`config.mk`:
```
export PLATFORM = sky130hd
export DESIGN_NAME = pnm_header_parser
export DESIGN_NICKNAME = d
export VERILOG_FILES = /design/src/rtl/core/phr_pkg.sv /design/src/rtl/core/phr_queue.sv /design/src/rtl/core/phr_front.sv /design/src/rtl/core/phr_back.sv /design/src/rtl/core/phr_size.sv /design/src/rtl/core/pnm_header_parser.sv
export SDC_FILE = /design/constraint.sdc
export NUM_CORES = 2
export LEC_CHECK = 0
export BUFFER_PORTS_ARGS = -buffer_cell sky130_fd_sc_hd__buf_2
export CAP_MARGIN = 20
export CORE_ASPECT_RATIO = 1.4
export CORE_MARGIN = 2
export CORE_UTILIZATION = 57
export CTS_CLUSTER_SIZE = 14
export DETAILED_ROUTE_END_ITERATION = 10
export PLACE_DENSITY = 0.89
export SYNTH_ARGS = -nofsm -noshare
export SYNTH_HDL_FRONTEND = slang
export SYNTH_SLANG_ARGS = --single-unit
```
`constraint.sdc`:
```
create_clock -name i_clk -period 12.65 [get_ports i_clk]
set_input_delay 1.8975 -clock i_clk [delete_from_list [all_inputs] [get_ports i_clk]]
set_output_delay 1.8975 -clock i_clk [all_outputs]
set_load 0.005 [all_outputs]
```
`src/rtl/core/phr_pkg.sv`:
```
// ----------------------------------------------------------------------------
// phr_pkg: shared types and constants of the netpbm header parser
// byte classes, parser phases, outcome and result words, error codes
// ----------------------------------------------------------------------------
package phr_pkg;

    // fixed field widths
    localparam int unsigned LEN_W  = 24;
    localparam int unsigned NUM_W  = 16;
    localparam int unsigned DATA_W = 36;
    localparam int unsigned PROD_W = 2 * NUM_W;

    // defaults for top level parameters
    localparam int unsigned MIN_LENGTH   = 10;
    localparam int unsigned TOKEN_DEPTH  = 4;
    localparam int unsigned RESULT_DEPTH = 2;

    // byte order mark needs this many bytes
    localparam int unsigned BOM_LEN = 3;

    // character codes
    localparam logic [7:0] CH_SPACE = 8'h20;
    localparam logic [7:0] CH_TAB   = 8'h09;
    localparam logic [7:0] CH_CR    = 8'h0D;
    localparam logic [7:0] CH_LF    = 8'h0A;
    localparam logic [7:0] CH_HASH  = 8'h23;
    localparam logic [7:0] CH_ZERO  = 8'h30;
    localparam logic [7:0] CH_ONE   = 8'h31;
    localparam logic [7:0] CH_SIX   = 8'h36;
    localparam logic [7:0] CH_NINE  = 8'h39;
    localparam logic [7:0] CH_P     = 8'h50;
    localparam logic [7:0] CH_BOM0  = 8'hEF;
    localparam logic [7:0] CH_BOM1  = 8'hBB;
    localparam logic [7:0] CH_BOM2  = 8'hBF;

    // error codes
    localparam logic [2:0] ERR_NONE    = 3'd0;
    localparam logic [2:0] ERR_SHORT   = 3'd1;
    localparam logic [2:0] ERR_MAGIC   = 3'd2;
    localparam logic [2:0] ERR_DIGIT   = 3'd3;
    localparam logic [2:0] ERR_MISSING = 3'd4;
    localparam logic [2:0] ERR_ZERO    = 3'd5;
    localparam logic [2:0] ERR_LARGE   = 3'd6;

    // format digits
    localparam logic [2:0] FMT_P1 = 3'd1;
    localparam logic [2:0] FMT_P2 = 3'd2;
    localparam logic [2:0] FMT_P3 = 3'd3;
    localparam logic [2:0] FMT_P4 = 3'd4;
    localparam logic [2:0] FMT_P5 = 3'd5;
    localparam logic [2:0] FMT_P6 = 3'd6;

    // color modes
    localparam logic [1:0] MODE_MONO = 2'd0;
    localparam logic [1:0] MODE_GRAY = 2'd1;
    localparam logic [1:0] MODE_RGB  = 2'd2;

    // largest 8-bit sample value
    localparam logic [NUM_W-1:0] SAMPLE_8BIT_MAX = NUM_W'(255);

    typedef enum logic [3:0] {
        PH_IDLE,
        PH_BOM1,
        PH_BOM2,
        PH_PRE,
        PH_DIGIT,
        PH_WIDTH,
        PH_HEIGHT,
        PH_MAXVAL,
        PH_TAIL,
        PH_DONE
    } t_phr_phase;

    typedef struct packed {
        logic [7:0]       byte_value;
        logic [LEN_W-1:0] stream_length;
    } t_phr_in;

    typedef struct packed {
        logic              header_ok;
        logic [2:0]        error_code;
        logic [2:0]        format_digit;
        logic              raw_format;
        logic [1:0]        color_kind;
        logic [NUM_W-1:0]  image_width;
        logic [NUM_W-1:0]  image_height;
        logic [NUM_W-1:0]  max_sample;
        logic [LEN_W-1:0]  header_length;
        logic [DATA_W-1:0] data_length;
    } t_phr_out;

    typedef struct packed {
        logic is_ws;
        logic is_nl;
        logic is_hash;
        logic is_digit;
        logic is_fmt;
        logic is_p;
        logic is_bom0;
        logic is_bom1;
        logic is_bom2;
    } t_phr_class;

    // one classified byte on its way from front to back
    typedef struct packed {
        t_phr_class       cls;
        logic [3:0]       digit;
        logic             first;
        logic             last;
        logic             short_len;
        logic             bom_ok;
        logic [LEN_W-1:0] idx;
        logic [LEN_W-1:0] len;
    } t_phr_token;

    // parser outcome before the data size is worked out
    typedef struct packed {
        logic             ok;
        logic [2:0]       err;
        logic [2:0]       fmt;
        logic [NUM_W-1:0] w;
        logic [NUM_W-1:0] h;
        logic [NUM_W-1:0] m;
        logic [LEN_W-1:0] hl;
    } t_phr_outcome;

endpackage

```
`src/rtl/core/phr_queue.sv`:
```
// ----------------------------------------------------------------------------
// phr_queue: small register fifo
// push blocked while full, pop while empty, head word always on o_data
// ----------------------------------------------------------------------------
module phr_queue #(
    parameter int unsigned WIDTH = 8,
    parameter int unsigned DEPTH = 4
) (
    input  logic             i_clk,
    input  logic             i_rst_n,
    input  logic             i_push,
    input  logic [WIDTH-1:0] i_data,
    output logic             o_full,
    input  logic             i_pop,
    output logic [WIDTH-1:0] o_data,
    output logic             o_empty
);

    localparam int unsigned PW = (DEPTH > 1) ? $clog2(DEPTH) : 1;
    localparam int unsigned CW = $clog2(DEPTH + 1);

    logic [WIDTH-1:0] r_mem [DEPTH];
    logic [PW-1:0]    r_wptr, r_rptr;
    logic [CW-1:0]    r_count;
    logic             wr_ok, rd_ok;

    assign o_full  = (r_count == CW'(DEPTH));
    assign o_empty = (r_count == '0);
    assign wr_ok   = i_push && !o_full;
    assign rd_ok   = i_pop && !o_empty;
    assign o_data  = r_mem[r_rptr];

    always_ff @(posedge i_clk) begin
        if (wr_ok) begin
            r_mem[r_wptr] <= i_data;
        end
    end

    always_ff @(posedge i_clk) begin
        if (!i_rst_n) begin
            r_wptr  <= '0;
            r_rptr  <= '0;
            r_count <= '0;
        end else begin
            if (wr_ok) begin
                r_wptr <= (r_wptr == PW'(DEPTH - 1)) ? '0 : r_wptr + PW'(1);
            end
            if (rd_ok) begin
                r_rptr <= (r_rptr == PW'(DEPTH - 1)) ? '0 : r_rptr + PW'(1);
            end
            if (wr_ok && !rd_ok) begin
                r_count <= r_count + CW'(1);
            end else if (rd_ok && !wr_ok) begin
                r_count <= r_count - CW'(1);
            end
        end
    end

    a_count_bound: assert property (@(posedge i_clk) disable iff (!i_rst_n)
        r_count <= CW'(DEPTH))
        else $error("phr_queue: fill count beyond depth");

endmodule

```
`src/rtl/core/phr_front.sv`:
```
// ----------------------------------------------------------------------------
// phr_front: byte classifier and length tracker
// latches the image length, marks first and last byte, decodes byte class
// ----------------------------------------------------------------------------
module phr_front #(
    parameter int unsigned MIN_LENGTH = phr_pkg::MIN_LENGTH
) (
    input  logic                i_clk,
    input  logic                i_rst_n,
    input  logic                i_push,
    input  logic                i_full,
    input  phr_pkg::t_phr_in    i_item,
    output logic                o_tok_wr,
    output phr_pkg::t_phr_token o_tok
);

    localparam int unsigned LW = phr_pkg::LEN_W;

    logic          r_idle;
    logic [LW-1:0] r_count, r_len;
    logic [LW-1:0] len_eff, cnt_inc;
    logic [7:0]    b;
    logic          accept, last;

    assign b       = i_item.byte_value;
    assign accept  = i_push && !i_full;
    assign len_eff = (i_item.stream_length == '0) ? LW'(1) : i_item.stream_length;
    assign cnt_inc = r_count + LW'(1);
    assign last    = r_idle ? (len_eff == LW'(1)) : (cnt_inc == r_len);

    always_comb begin
        o_tok.cls.is_ws    = (b == phr_pkg::CH_SPACE) || (b == phr_pkg::CH_TAB)
                          || (b == phr_pkg::CH_CR) || (b == phr_pkg::CH_LF);
        o_tok.cls.is_nl    = (b == phr_pkg::CH_LF);
        o_tok.cls.is_hash  = (b == phr_pkg::CH_HASH);
        o_tok.cls.is_digit = (b >= phr_pkg::CH_ZERO) && (b <= phr_pkg::CH_NINE);
        o_tok.cls.is_fmt   = (b >= phr_pkg::CH_ONE) && (b <= phr_pkg::CH_SIX);
        o_tok.cls.is_p     = (b == phr_pkg::CH_P);
        o_tok.cls.is_bom0  = (b == phr_pkg::CH_BOM0);
        o_tok.cls.is_bom1  = (b == phr_pkg::CH_BOM1);
        o_tok.cls.is_bom2  = (b == phr_pkg::CH_BOM2);
        o_tok.digit        = b[3:0];
        o_tok.first        = r_idle;
        o_tok.last         = last;
        o_tok.short_len    = i_item.stream_length < LW'(MIN_LENGTH);
        o_tok.bom_ok       = i_item.stream_length >= LW'(phr_pkg::BOM_LEN);
        o_tok.idx          = r_idle ? '0 : r_count;
        o_tok.len          = r_idle ? len_eff : r_len;
    end

    assign o_tok_wr = i_push;

    always_ff @(posedge i_clk) begin
        if (!i_rst_n) begin
            r_idle  <= 1'b1;
            r_count <= '0;
            r_len   <= '0;
        end else if (accept) begin
            r_idle  <= last;
            r_count <= last ? '0 : (r_idle ? LW'(1) : cnt_inc);
            if (r_idle) begin
                r_len <= len_eff;
            end
        end
    end

    a_count_in_len: assert property (@(posedge i_clk) disable iff (!i_rst_n)
        !r_idle |-> (r_count != '0 && r_count < r_len))
        else $error("phr_front: byte count outside image length");

endmodule

```
`src/rtl/core/phr_back.sv`:
```
// ----------------------------------------------------------------------------
// phr_back: header parser state machine
// walks bom, magic, numbers and tail one token a cycle while i_out_ready is high, gives one outcome
// ----------------------------------------------------------------------------
module phr_back (
    input  logic                  i_clk,
    input  logic                  i_rst_n,
    input  logic                  i_tok_valid,
    input  phr_pkg::t_phr_token   i_tok,
    input  logic                  i_out_ready,
    output logic                  o_tok_pop,
    output logic                  o_oc_valid,
    output phr_pkg::t_phr_outcome o_oc
);

    localparam int unsigned NW = phr_pkg::NUM_W;
    localparam int unsigned LW = phr_pkg::LEN_W;

    phr_pkg::t_phr_phase r_phase, n_phase;
    logic          r_comment, n_comment;
    logic          r_seen, n_seen;
    logic          r_sent, n_sent;
    logic [NW-1:0] r_acc, n_acc;
    logic [NW-1:0] r_w, n_w, r_h, n_h, r_m, n_m;
    logic [2:0]    r_fmt, n_fmt;
    logic          emit;

    // {skip, comment flag after this byte}
    function automatic logic [1:0] skip_fn(input logic cm, input phr_pkg::t_phr_class c);
        logic [1:0] r;
        if (cm) begin
            r = {1'b1, !c.is_nl};
        end else if (c.is_hash) begin
            r = 2'b11;
        end else begin
            r = {c.is_ws, 1'b0};
        end
        return r;
    endfunction

    function automatic logic is_pbm(input logic [2:0] f);
        return (f == phr_pkg::FMT_P1) || (f == phr_pkg::FMT_P4);
    endfunction

    assign o_tok_pop = i_tok_valid && i_out_ready;

    always_comb begin
        logic          fin, redo, skip, sk_cm, do_proc, ok;
        logic [NW+3:0] acc_x;
        logic [2:0]    err;
        logic [LW-1:0] hl;

        n_phase   = r_phase;
        n_comment = r_comment;
        n_seen    = r_seen;
        n_sent    = r_sent;
        n_acc     = r_acc;
        n_w       = r_w;
        n_h       = r_h;
        n_m       = r_m;
        n_fmt     = r_fmt;
        emit      = 1'b0;
        fin       = 1'b0;
        redo      = 1'b0;
        skip      = 1'b0;
        sk_cm     = 1'b0;
        ok        = 1'b0;
        err       = phr_pkg::ERR_NONE;
        hl        = i_tok.idx;
        acc_x     = '0;
        do_proc   = 1'b1;

        // first byte of an image starts from a clean slate
        if (i_tok.first) begin
            n_comment = 1'b0;
            n_seen    = 1'b0;
            n_sent    = 1'b0;
            n_acc     = '0;
            n_w       = '0;
            n_h       = '0;
            n_m       = '0;
            n_fmt     = '0;
            if (i_tok.short_len) begin
                emit    = 1'b1;
                err     = phr_pkg::ERR_SHORT;
                n_phase = phr_pkg::PH_DONE;
                do_proc = 1'b0;
            end else if (i_tok.cls.is_bom0 && i_tok.bom_ok) begin
                n_phase = phr_pkg::PH_BOM1;
                do_proc = 1'b0;
            end else begin
                n_phase = phr_pkg::PH_PRE;
            end
        end

        if (do_proc) begin
            unique case (n_phase)
                phr_pkg::PH_BOM1: begin
                    if (i_tok.cls.is_bom1) begin
                        n_phase = phr_pkg::PH_BOM2;
                    end else begin
                        emit = 1'b1; err = phr_pkg::ERR_MAGIC; n_phase = phr_pkg::PH_DONE;
                    end
                end
                phr_pkg::PH_BOM2: begin
                    if (i_tok.cls.is_bom2) begin
                        n_phase = phr_pkg::PH_PRE;
                    end else begin
                        emit = 1'b1; err = phr_pkg::ERR_MAGIC; n_phase = phr_pkg::PH_DONE;
                    end
                end
                phr_pkg::PH_PRE: begin
                    {skip, sk_cm} = skip_fn(n_comment, i_tok.cls);
                    n_comment = sk_cm;
                    if (!skip) begin
                        if (i_tok.cls.is_p) begin
                            n_phase = phr_pkg::PH_DIGIT;
                        end else begin
                            emit = 1'b1; err = phr_pkg::ERR_MAGIC;
                            n_phase = phr_pkg::PH_DONE;
                        end
                    end
                end
                phr_pkg::PH_DIGIT: begin
                    if (i_tok.cls.is_fmt) begin
                        n_fmt   = i_tok.digit[2:0];
                        n_phase = phr_pkg::PH_WIDTH;
                    end else begin
                        emit = 1'b1; err = phr_pkg::ERR_DIGIT; n_phase = phr_pkg::PH_DONE;
                    end
                end
                phr_pkg::PH_WIDTH, phr_pkg::PH_HEIGHT, phr_pkg::PH_MAXVAL: begin
                    if (!n_seen) begin
                        {skip, sk_cm} = skip_fn(n_comment, i_tok.cls);
                        n_comment = sk_cm;
                    end
                    if (!skip) begin
                        if (i_tok.cls.is_digit) begin
                            // acc * 10 + digit
                            acc_x  = {1'b0, n_acc, 3'b000} + {3'b000, n_acc, 1'b0}
                                   + (NW+4)'(i_tok.digit);
                            n_seen = 1'b1;
                            n_acc  = acc_x[NW-1:0];
                            if (acc_x[NW+3:NW] != 4'd0) begin
                                emit = 1'b1; err = phr_pkg::ERR_LARGE;
                                n_phase = phr_pkg::PH_DONE;
                            end
                        end else if (!n_seen) begin
                            emit = 1'b1; err = phr_pkg::ERR_MISSING;
                            n_phase = phr_pkg::PH_DONE;
                        end else begin
                            // number ends here, byte goes on to the next phase
                            if (n_phase == phr_pkg::PH_WIDTH) begin
                                n_w     = n_acc;
                                n_phase = phr_pkg::PH_HEIGHT;
                            end else if (n_phase == phr_pkg::PH_HEIGHT) begin
                                n_h     = n_acc;
                                n_phase = is_pbm(n_fmt) ? phr_pkg::PH_TAIL
                                                        : phr_pkg::PH_MAXVAL;
                            end else begin
                                n_m     = n_acc;
                                n_phase = phr_pkg::PH_TAIL;
                            end
                            n_acc     = '0;
                            n_seen    = 1'b0;
                            n_comment = 1'b0;
                            redo      = 1'b1;
                        end
                    end
                end
                phr_pkg::PH_TAIL: begin
                    {skip, sk_cm} = skip_fn(n_comment, i_tok.cls);
                    n_comment = sk_cm;
                    if (!skip) begin
                        fin = 1'b1;
                    end
                end
                default: begin
                end
            endcase
        end

        // second look at the byte that ended a number
        if (redo) begin
            {skip, sk_cm} = skip_fn(1'b0, i_tok.cls);
            n_comment = sk_cm;
            if (!skip) begin
                if (n_phase == phr_pkg::PH_TAIL) begin
                    fin = 1'b1;
                end else begin
                    emit = 1'b1; err = phr_pkg::ERR_MISSING; n_phase = phr_pkg::PH_DONE;
                end
            end
        end

        // end of buffer without an outcome yet
        if (i_tok.last && !emit && !fin && !n_sent) begin
            unique case (n_phase)
                phr_pkg::PH_WIDTH, phr_pkg::PH_HEIGHT, phr_pkg::PH_MAXVAL: begin
                    if (n_seen && n_phase == phr_pkg::PH_HEIGHT && is_pbm(n_fmt)) begin
                        n_h = n_acc;
                        fin = 1'b1;
                        hl  = i_tok.len;
                    end else if (n_seen && n_phase == phr_pkg::PH_MAXVAL) begin
                        n_m = n_acc;
                        fin = 1'b1;
                        hl  = i_tok.len;
                    end else begin
                        emit = 1'b1; err = phr_pkg::ERR_MISSING;
                    end
                end
                phr_pkg::PH_TAIL: begin
                    fin = 1'b1;
                    hl  = i_tok.len;
                end
                default: begin
                    emit = 1'b1; err = phr_pkg::ERR_MAGIC;
                end
            endcase
        end

        // finish: pbm has an implied maxval of one, zeros are rejected
        if (fin) begin
            if (is_pbm(n_fmt)) begin
                n_m = NW'(1);
            end
            emit    = 1'b1;
            n_phase = phr_pkg::PH_DONE;
            if (n_w == '0 || n_h == '0 || n_m == '0) begin
                err = phr_pkg::ERR_ZERO;
            end else begin
                ok = 1'b1;
            end
        end

        n_sent = n_sent || emit;
        if (i_tok.last) begin
            n_phase = phr_pkg::PH_IDLE;
        end

        o_oc.ok  = ok;
        o_oc.err = err;
        o_oc.fmt = n_fmt;
        o_oc.w   = ok ? n_w : '0;
        o_oc.h   = ok ? n_h : '0;
        o_oc.m   = ok ? n_m : '0;
        o_oc.hl  = ok ? hl : '0;
    end

    assign o_oc_valid = o_tok_pop && emit;

    always_ff @(posedge i_clk) begin
        if (!i_rst_n) begin
            r_phase   <= phr_pkg::PH_IDLE;
            r_comment <= 1'b0;
            r_seen    <= 1'b0;
            r_sent    <= 1'b0;
        end else if (o_tok_pop) begin
            r_phase   <= n_phase;
            r_comment <= n_comment;
            r_seen    <= n_seen;
            r_sent    <= n_sent;
        end
    end

    always_ff @(posedge i_clk) begin
        if (o_tok_pop) begin
            r_acc <= n_acc;
            r_w   <= n_w;
            r_h   <= n_h;
            r_m   <= n_m;
            r_fmt <= n_fmt;
        end
    end

    a_one_outcome: assert property (@(posedge i_clk) disable iff (!i_rst_n)
        o_oc_valid |-> (i_tok.first || !r_sent))
        else $error("phr_back: second outcome for one image");

    a_done_sent: assert property (@(posedge i_clk) disable iff (!i_rst_n)
        (r_phase == phr_pkg::PH_DONE) |-> r_sent)
        else $error("phr_back: done phase without outcome");

endmodule

```
`src/rtl/core/phr_size.sv`:
```
// ----------------------------------------------------------------------------
// phr_size: data size stage
// registered width by height product, then per format scaling to result word
// ----------------------------------------------------------------------------
module phr_size (
    input  logic                  i_clk,
    input  logic                  i_rst_n,
    input  logic                  i_valid,
    input  phr_pkg::t_phr_outcome i_oc,
    output logic                  o_ready,
    input  logic                  i_full,
    output logic                  o_wr,
    output phr_pkg::t_phr_out     o_result
);

    localparam int unsigned NW = phr_pkg::NUM_W;
    localparam int unsigned PW = phr_pkg::PROD_W;
    localparam int unsigned DW = phr_pkg::DATA_W;

    logic                  r_valid;
    phr_pkg::t_phr_outcome r_oc;
    logic [PW-1:0]         r_prod;
    logic [NW-1:0]         a;
    logic [PW-1:0]         prod;
    logic [DW-1:0]         p, dl;
    logic [1:0]            mode;

    // raw pbm (P4) packs eight pixels per byte: ceil(w / 8)
    assign a = (i_oc.fmt == phr_pkg::FMT_P4)
             ? ({3'b000, i_oc.w[NW-1:3]} + {{(NW-1){1'b0}}, |i_oc.w[2:0]})
             : i_oc.w;
    assign prod = a * i_oc.h;

    assign o_ready = !r_valid || !i_full;
    assign o_wr    = r_valid;

    always_ff @(posedge i_clk) begin
        if (!i_rst_n) begin
            r_valid <= 1'b0;
        end else if (o_ready) begin
            r_valid <= i_valid;
        end
    end

    always_ff @(posedge i_clk) begin
        if (o_ready && i_valid) begin
            r_oc   <= i_oc;
            r_prod <= prod;
        end
    end

    assign p = DW'(r_prod);

    always_comb begin
        case (r_oc.fmt) inside
            phr_pkg::FMT_P4: dl = p;
            phr_pkg::FMT_P1: dl = p << 1;
            phr_pkg::FMT_P5: dl = (r_oc.m > phr_pkg::SAMPLE_8BIT_MAX) ? (p << 1) : p;
            phr_pkg::FMT_P2: dl = p << 2;
            phr_pkg::FMT_P6: dl = (p << 1) + p;
            default:         dl = (p << 3) + (p << 2);
        endcase
        case (r_oc.fmt) inside
            phr_pkg::FMT_P1, phr_pkg::FMT_P4: mode = phr_pkg::MODE_MONO;
            phr_pkg::FMT_P2, phr_pkg::FMT_P5: mode = phr_pkg::MODE_GRAY;
            default:                          mode = phr_pkg::MODE_RGB;
        endcase
    end

    always_comb begin
        o_result.header_ok     = r_oc.ok;
        o_result.error_code    = r_oc.err;
        o_result.format_digit  = r_oc.fmt;
        o_result.raw_format    = r_oc.ok && (r_oc.fmt >= phr_pkg::FMT_P4);
        o_result.color_kind    = r_oc.ok ? mode : phr_pkg::MODE_MONO;
        o_result.image_width   = r_oc.w;
        o_result.image_height  = r_oc.h;
        o_result.max_sample    = r_oc.m;
        o_result.header_length = r_oc.hl;
        o_result.data_length   = r_oc.ok ? dl : '0;
    end

    a_no_overrun: assert property (@(posedge i_clk) disable iff (!i_rst_n)
        i_valid |-> o_ready)
        else $error("phr_size: outcome offered while stage blocked");

endmodule

```
`src/rtl/core/pnm_header_parser.sv`:
```
// ----------------------------------------------------------------------------
// pnm_header_parser: netpbm header parser
// takes image bytes one word per cycle while full is low and gives one outcome word per image
// ----------------------------------------------------------------------------
// The block takes one byte word per cycle with no gaps of its own: push may
// stay high for a whole image and full only rises when the result side is
// backed up long enough to fill the byte queue. Each image gives exactly one
// outcome word, which shows on o_result once the byte that decides it has
// passed the byte queue, the size stage register and the result queue; bytes
// after the outcome are taken and dropped until the latched length is used
// up. The sustained rate is one byte per cycle while the result side keeps
// up, set by the parser state machine that handles one classified byte per
// cycle. There is no clearing pass after reset. The stream_length of the
// first byte of each image is the one used.
// ----------------------------------------------------------------------------
module pnm_header_parser #(
    parameter int unsigned MIN_LENGTH   = phr_pkg::MIN_LENGTH,
    parameter int unsigned TOKEN_DEPTH  = phr_pkg::TOKEN_DEPTH,
    parameter int unsigned RESULT_DEPTH = phr_pkg::RESULT_DEPTH
) (
    input  logic              i_clk,
    input  logic              i_rst_n,
    // byte side
    input  logic              push,
    output logic              full,
    input  phr_pkg::t_phr_in  i_item,
    // result side
    output logic              empty,
    input  logic              pop,
    output phr_pkg::t_phr_out o_result
);

    // front to back token queue
    phr_pkg::t_phr_token tok_in, tok_out;
    logic                tok_wr, tok_full, tok_empty, tok_pop;
    logic [$bits(phr_pkg::t_phr_token)-1:0] tok_q;

    // back to size stage
    phr_pkg::t_phr_outcome oc;
    logic                  oc_valid, size_ready;

    // size stage to result queue
    phr_pkg::t_phr_out res_in;
    logic              res_wr, res_full;
    logic [$bits(phr_pkg::t_phr_out)-1:0] res_q;

    // classify the byte and track where it sits in the image
    phr_front #(
        .MIN_LENGTH (MIN_LENGTH)
    ) u_front (
        .i_clk    (i_clk),
        .i_rst_n  (i_rst_n),
        .i_push   (push),
        .i_full   (tok_full),
        .i_item   (i_item),
        .o_tok_wr (tok_wr),
        .o_tok    (tok_in)
    );

    assign full = tok_full;

    // short queue that decouples byte intake from parsing
    phr_queue #(
        .WIDTH ($bits(phr_pkg::t_phr_token)),
        .DEPTH (TOKEN_DEPTH)
    ) u_tok_queue (
        .i_clk   (i_clk),
        .i_rst_n (i_rst_n),
        .i_push  (tok_wr),
        .i_data  (tok_in),
        .o_full  (tok_full),
        .i_pop   (tok_pop),
        .o_data  (tok_q),
        .o_empty (tok_empty)
    );

    assign tok_out = phr_pkg::t_phr_token'(tok_q);

    // header state machine, one token per cycle while the size stage has room
    phr_back u_back (
        .i_clk       (i_clk),
        .i_rst_n     (i_rst_n),
        .i_tok_valid (!tok_empty),
        .i_tok       (tok_out),
        .i_out_ready (size_ready),
        .o_tok_pop   (tok_pop),
        .o_oc_valid  (oc_valid),
        .o_oc        (oc)
    );

    // width x height product and per format data size
    phr_size u_size (
        .i_clk    (i_clk),
        .i_rst_n  (i_rst_n),
        .i_valid  (oc_valid),
        .i_oc     (oc),
        .o_ready  (size_ready),
        .i_full   (res_full),
        .o_wr     (res_wr),
        .o_result (res_in)
    );

    // result words wait here for pop
    phr_queue #(
        .WIDTH ($bits(phr_pkg::t_phr_out)),
        .DEPTH (RESULT_DEPTH)
    ) u_res_queue (
        .i_clk   (i_clk),
        .i_rst_n (i_rst_n),
        .i_push  (res_wr),
        .i_data  (res_in),
        .o_full  (res_full),
        .i_pop   (pop),
        .o_data  (res_q),
        .o_empty (empty)
    );

    assign o_result = phr_pkg::t_phr_out'(res_q);

endmodule

```
Word-level counts from Yosys, hierarchy flattened
Memories as Yosys holds them, arrays and structs flattened. A register that Yosys moved wholly into a read port is not among the register bits.
Cells that the tools add are included.
Word-level totals
  register bits: 246
  output and inout bits: 120
  logic and storage cells: 337
  memory bits (writable): 496
  bits of input ports: 36
  memories: 2
Operators by class
  reduce and logical (&&, ||, !) cells: 57
  magnitude comparators: 8
  mux-type cells: 191
  add/sub/neg operators: 14
  equal/unequal tests: 37
  $mul: 1
Memories
  u_tok_queue.r_mem: depth 4, bits a word 65, rd ports 1, clocked after memory_dff 1, write ports 1, line phr_queue.sv:22  | logic [WIDTH-1:0] r_mem [DEPTH];
  u_res_queue.r_mem: depth 2, bits a word 118, rd ports 1, clocked after memory_dff 1, write ports 1, line phr_queue.sv:22
Operator list (count)
  2-to-1 mux 16 bit: 42
  2-to-1 mux 36 bit: 6
  2-to-1 mux 24 bit: 8
  2-to-1 mux 4 bit: 20
  2-to-1 mux 3 bit: 25
  2-to-1 mux 1 bit: 64
  logical NOT 16 bit: 3
  one-hot mux 24 bit (2 select lines): 1
  adder 35 x 34 -> 36 bit: 1
  adder 33 x 32 -> 34 bit: 1
  2-to-1 mux 2 bit: 17
  2-to-1 mux 33 bit: 1
  multiplier 16 x 16 -> 32 bit: 1
  equality test 4 x 3 -> 1 bit (second input constant): 7
  adder 24 x 1 -> 24 bit (second input constant): 1
  equality test 24 x 1 -> 1 bit (second input constant): 1
  equality test 24 bit: 1
  equality test 8 x 4 -> 1 bit (second input constant): 3
  equality test 8 bit (second input constant): 3
  greater-or-equal comparator 24 x 2 -> 1 bit (second input constant): 1
  logical NOT 24 bit: 1
  < comparator 24 x 4 -> 1 bit (second input constant): 1
  logical AND 1 bit: 21
  adder 19 x 17 -> 20 bit: 1
  34 further kinds: 77

Depth between registers and ports, before layout
  word-level depth: 33
  depth in mapped cells: 60
  mapped depth without buffers: 53

By module
A second synthesis with hierarchy kept.
Unflattened totals
  cell total of the unflattened synthesis: 3794
  area, all modules: 44682.9 um^2
Modules (own cells, without submodules)
  phr_size: instances 1, area each 15443.6 um^2, sequential area each 3353.2 um^2, cells each 1677
  phr_queue at u_tok_queue: instances 1, area each 9899.5 um^2, sequential area each 7987.7 um^2, cells each 390
  phr_queue at u_res_queue: instances 1, area each 8814.7 um^2, sequential area each 7186.9 um^2, cells each 392
  phr_back: instances 1, area each 6881.6 um^2, sequential area each 2152.1 um^2, cells each 846
  phr_front: instances 1, area each 3639.7 um^2, sequential area each 980.9 um^2, cells each 488
  pnm_header_parser: instances 1, area each 3.8 um^2, sequential area each 0.0 um^2, cells each 1

Least setup slack after synthesis
Ideal clock, no wire load.
  path type: flip-flop to flip-flop
  from: register with a tool-made name
  to: register u_size.r_prod[30] (data pin)
  setup slack: -1.232 ns
  clock period less this slack: 13.882 ns
  setup time: 0.258 ns
  buffers on the path: 6
  arrival time: 13.624 ns
  data required time: 12.392 ns
  stages on the path, launching flop included: 56
  cell sequence: dfxtp_1 -> buf_6 -> buf_2 -> buf_1 -> mux4_2 -> xnor2_1 -> ha_1 -> a31o_2 -> ha_1 -> a211oi_1 -> o211ai_1 -> nand4bb_1 -> a21oi_1 -> or3_1 -> a221o_1 -> a211oi_4 -> o211ai_1 -> or4b_1 -> (+20 left out) -> fa_1 -> inv_1 -> fa_1 -> inv_1 -> ha_1 -> a21o_1 -> a21o_1 -> a221o_1 -> a21oi_1 -> a21boi_0 -> a41o_1 -> o211ai_1 -> a311oi_1 -> o21ai_0 -> nand2b_1 -> a21o_1 -> a21oi_1 -> xnor2_1
RTL lines
  end signal, assigned: line phr_size.sv:48  | r_prod <= prod;
  end, declared: line phr_size.sv:22  | logic [PW-1:0] r_prod;

==> impl_metrics.csv <==
group,metric,value,unit
run_status,status,"finished, violations left",
run_status,violations,"negative setup slack",
setup_path,setup.worst_path.class,"reg2reg",
clocking,tritoncts,"done",
power_and_ir_drop,ir_drop,184,uV
placed_design,placed_area,46400,um^2
placed_design,numPortBuffers,155,
synthesis,syn_nets,4160,
setup_path,rrSetupSlack,-20,ps
clocking,insertion_delay,650,ps
setup_path,worst_r2r_endpoint,"u_size.r_prod[30]$_DFFE_PP_",
timing,setup_slack,-18.8,ps
power_and_ir_drop,p_leak,0.0192,uW
floorplan,die_h,333,um
setup_path,crit_start,"u_tok_queue.r_mem[3][51]$_DFFE_PP_",
timing,holdWs,445,ps
routing,drcViolationCount,0,
floorplan,io_pins,156,
clocking,hold_buffers,0,
layout,fin_nets,4330,
layout,fillerInstances,5582,
setup_path,cpMaxStageDelayCell,"fa_2",
synthesis,ys_top_cells_by_area,"edfxtp_1, fa_1, ha_1",
routing,wl,113000,um
layout,final_common_cell,"edfxtp_1",
clocking,clk_pin_slew,60,ps
timing,setup_viol,1,
timing,maxSlewHeadroom,0.234,
global_routing,antenna_found_initial,0,
clocking,h-tree-depth,3,
setup_path,cpPeakStageDelay,600,ps
timing,tightest_slew,1150,ps
layout,layout_common_cells,"edfxtp_1, inv_1, nand2_1",
timing,fmax,78.9,MHz
synthesis,yosys_register_bits,745,
run,maxCapViolCount,0,
layout,finalInstanceArea,49100,um^2
timing,min_period,12670,ps
worst_hold_path,hold_path_class,"reg2reg",
placed_design,gp_congestion,0.963,
global_routing,grt_use_total,0.287,
clocking,clock-sinks,745,
power_and_ir_drop,power.density,223,nW/um^2
layout,diodes,0,
global_routing,grt_pass1_wl,176000,um
setup_path,worstPathArrival,13050,ps
synthesis,synthFlopType,"edfxtp_1",
clocking,cts_made_buffers,72,
clocking,cts-root-buf,"clkbuf_16",
synthesis,yosys_warnings,0,
synthesis,syn_avg_cell_area,11.8,um^2
timing,min_period_over_period,1.00,
placed_design,dpl.hpwl,79100,um
synthesis,synth_cells,3750,
synthesis,netlist.area_leader.share,0.458,
synthesis,async_flop_share,0,
synthesis,synth_top_cell_by_area,"edfxtp_1",
setup_path,setup.worst_path.end,"u_size.r_prod[30]$_DFFE_PP_",
global_routing,first_global_vias,31600,
setup_path,critPathMaxFanout,5,
setup_path,reg2reg_depth,50,
floorplan,rows,120,
layout,final_layout_size_suffix_gt1_frac,0.181,
routing,antenna_left,0,
setup_path,required,13030,ps
synthesis,synth_seq_area_share,0.490,
routing,vias,31200,
setup_path,start_kind,"flip-flop",
routing,drt-initial-drc-count,3183,
floorplan,dieArea,79800,um^2
synthesis,synth_edf_count,674,
clocking,clockBufferDepth,3,
global_routing,grt_max_degree,74,
global_routing,grt-ovfl-total,0,
synthesis,synthesis.area,44200,um^2
floorplan,start_util,0.577,
timing,fin_skew,34.4,ps
timing,rsz0062_at_grt,"true",
floorplan,core_area,76600,um^2
timing,hold_viol,0,
floorplan,die_w,239,um
routing,first_pass_iters,6,
timing,slew_violations,0,
synthesis,synth_cell_types,94,
layout,syn2layout_area_growth,11.1,%
routing,vias_per_cell,6.30,
setup_path,r2r_start,"u_tok_queue.r_mem[3][51]$_DFFE_PP_",
setup_path,cp-end-kind,"flip-flop",
routing,wire_per_inst,22.9,um
## sequential cells by signal, summed over array words and instances, names as in the netlist, 24 cells and up, named ones only
name	cells
u_size.r_prod	32
u_front.r_count	24
u_size.o_result	79
u_tok_queue.r_mem	260
u_res_queue.r_mem	236
u_front.r_len	24
## how the worst min path moves through the flow
stage	end	slack [ps]	cells after the start	from
global placement	u_res_queue.r_mem[0][38]$_DFFE_PP_	420	0	u_size.o_result[38]$_SDFFCE_PP0P_
floorplan	u_res_queue.r_mem[0][100]$_DFFE_PP_	420	0	u_size.o_result[100]$_DFFE_PP_
CTS	u_res_queue.r_mem[1][78]$_DFFE_PP_	440	0	u_size.o_result[78]$_DFFE_PP_
global route	u_res_queue.r_mem[0][45]$_DFFE_PP_	450	0	u_size.o_result[45]$_SDFFCE_PP0P_
finish	u_res_queue.r_mem[0][60]$_DFFE_PP_	440	0	u_size.o_result[60]$_SDFFCE_PP0P_
detailed placement	u_res_queue.r_mem[0][103]$_DFFE_PP_	430	0	u_size.o_result[103]$_DFFE_PP_
## synthesized netlist by cell type (7+ instances only)
cell / number
nand4_1: 18
clkbuf_1: 133
a21o_1: 26
or2_2: 8
a21oi_1: 166
dfxtp_1: 71
buf_2: 37
o211ai_1: 20
nor2_1: 209
nor4_1: 34
ha_1: 177
edfxtp_1: 674
buf_1: 16
o21a_1: 29
o31ai_1: 7
fa_1: 197
o221ai_1: 13
nand2b_1: 28
nor3b_1: 16
mux4_2: 64
a31oi_1: 12
a211oi_1: 26
o21ai_0: 129
nor3_1: 111
nand2_1: 242
xnor2_1: 80
xor2_1: 46
o21bai_1: 8
mux2_2: 149
and2_1: 30
or3_1: 25
and3_1: 118
inv_1: 305
nand3_1: 180
nor2b_1: 89
mux2i_1: 64
o22ai_1: 17
a21boi_0: 45
## per-layer routing
layer	global-route usage	share of wire	vias to the layer above
met4	0.169	0.063	0
met2	0.498	0.51	1608
li1	-	-	13900
met1	0.339	0.36	15300
met5	0	0	-
met3	0.0414	0.074	397
## report_power, final
group,internal [uW],leakage [uW],switching [uW]
combinational,1820,0.0111,3050
clock,1190,0.00113,934
sequential,3520,0.00695,411
total,6530,0.0192,4390
## metrics by stage
step                utilization  total power, uW  worst slack [ps]  setup TNS, ps  instances
floorplan                     -             7030              1.12              0       3750
global placement          0.606             8520               151              0       4808
detailed placement        0.606             8630              -111           -111       4808
CTS                       0.636            10800              6.44              0       4936
global route              0.641            11500              -407          -1420       4947
finish                    0.641            10900             -18.8          -18.8       4947
## what timing repair did
action	in CTS	in global routing
setup endpoints to repair	1	9
resized for setup	3	63
cloned	0	0
setup buffers	3	11
endpoints found under the hold margin	0	0
pin swaps	2	36
## layout make-up
class                      instances  area [um^2]  area share
clock inverter                    25          280     0.00571
multi-input combinational       2496        20800       0.425
tap                              976         1220      0.0249
clock buffer                     100         2010      0.0409
inverter                         309         1170      0.0238
timing repair buffer             296         1870      0.0382
sequential                       745        21700       0.442
## cells by family after synthesis
group                      share of synthesized area
xor gates and xnor gates                      0.0250
AOI/OAI and AO/OA                             0.0855
and+or+nand+nor                                0.128
DFF                                            0.490
adders and majority gates                      0.140
muxes                                         0.0860
buffers and inverters                         0.0454
## critical path, delay by kind of cell, from the launching register on
kind	cells	cell delay, ps
buf+inv	5	320
compound gates	18	3630
mux	2	760
xor+xnor	2	230
flops	1	410
simple gates	12	2810
fa+ha+maj	11	4250
Power figures use the tool's default switching activity.
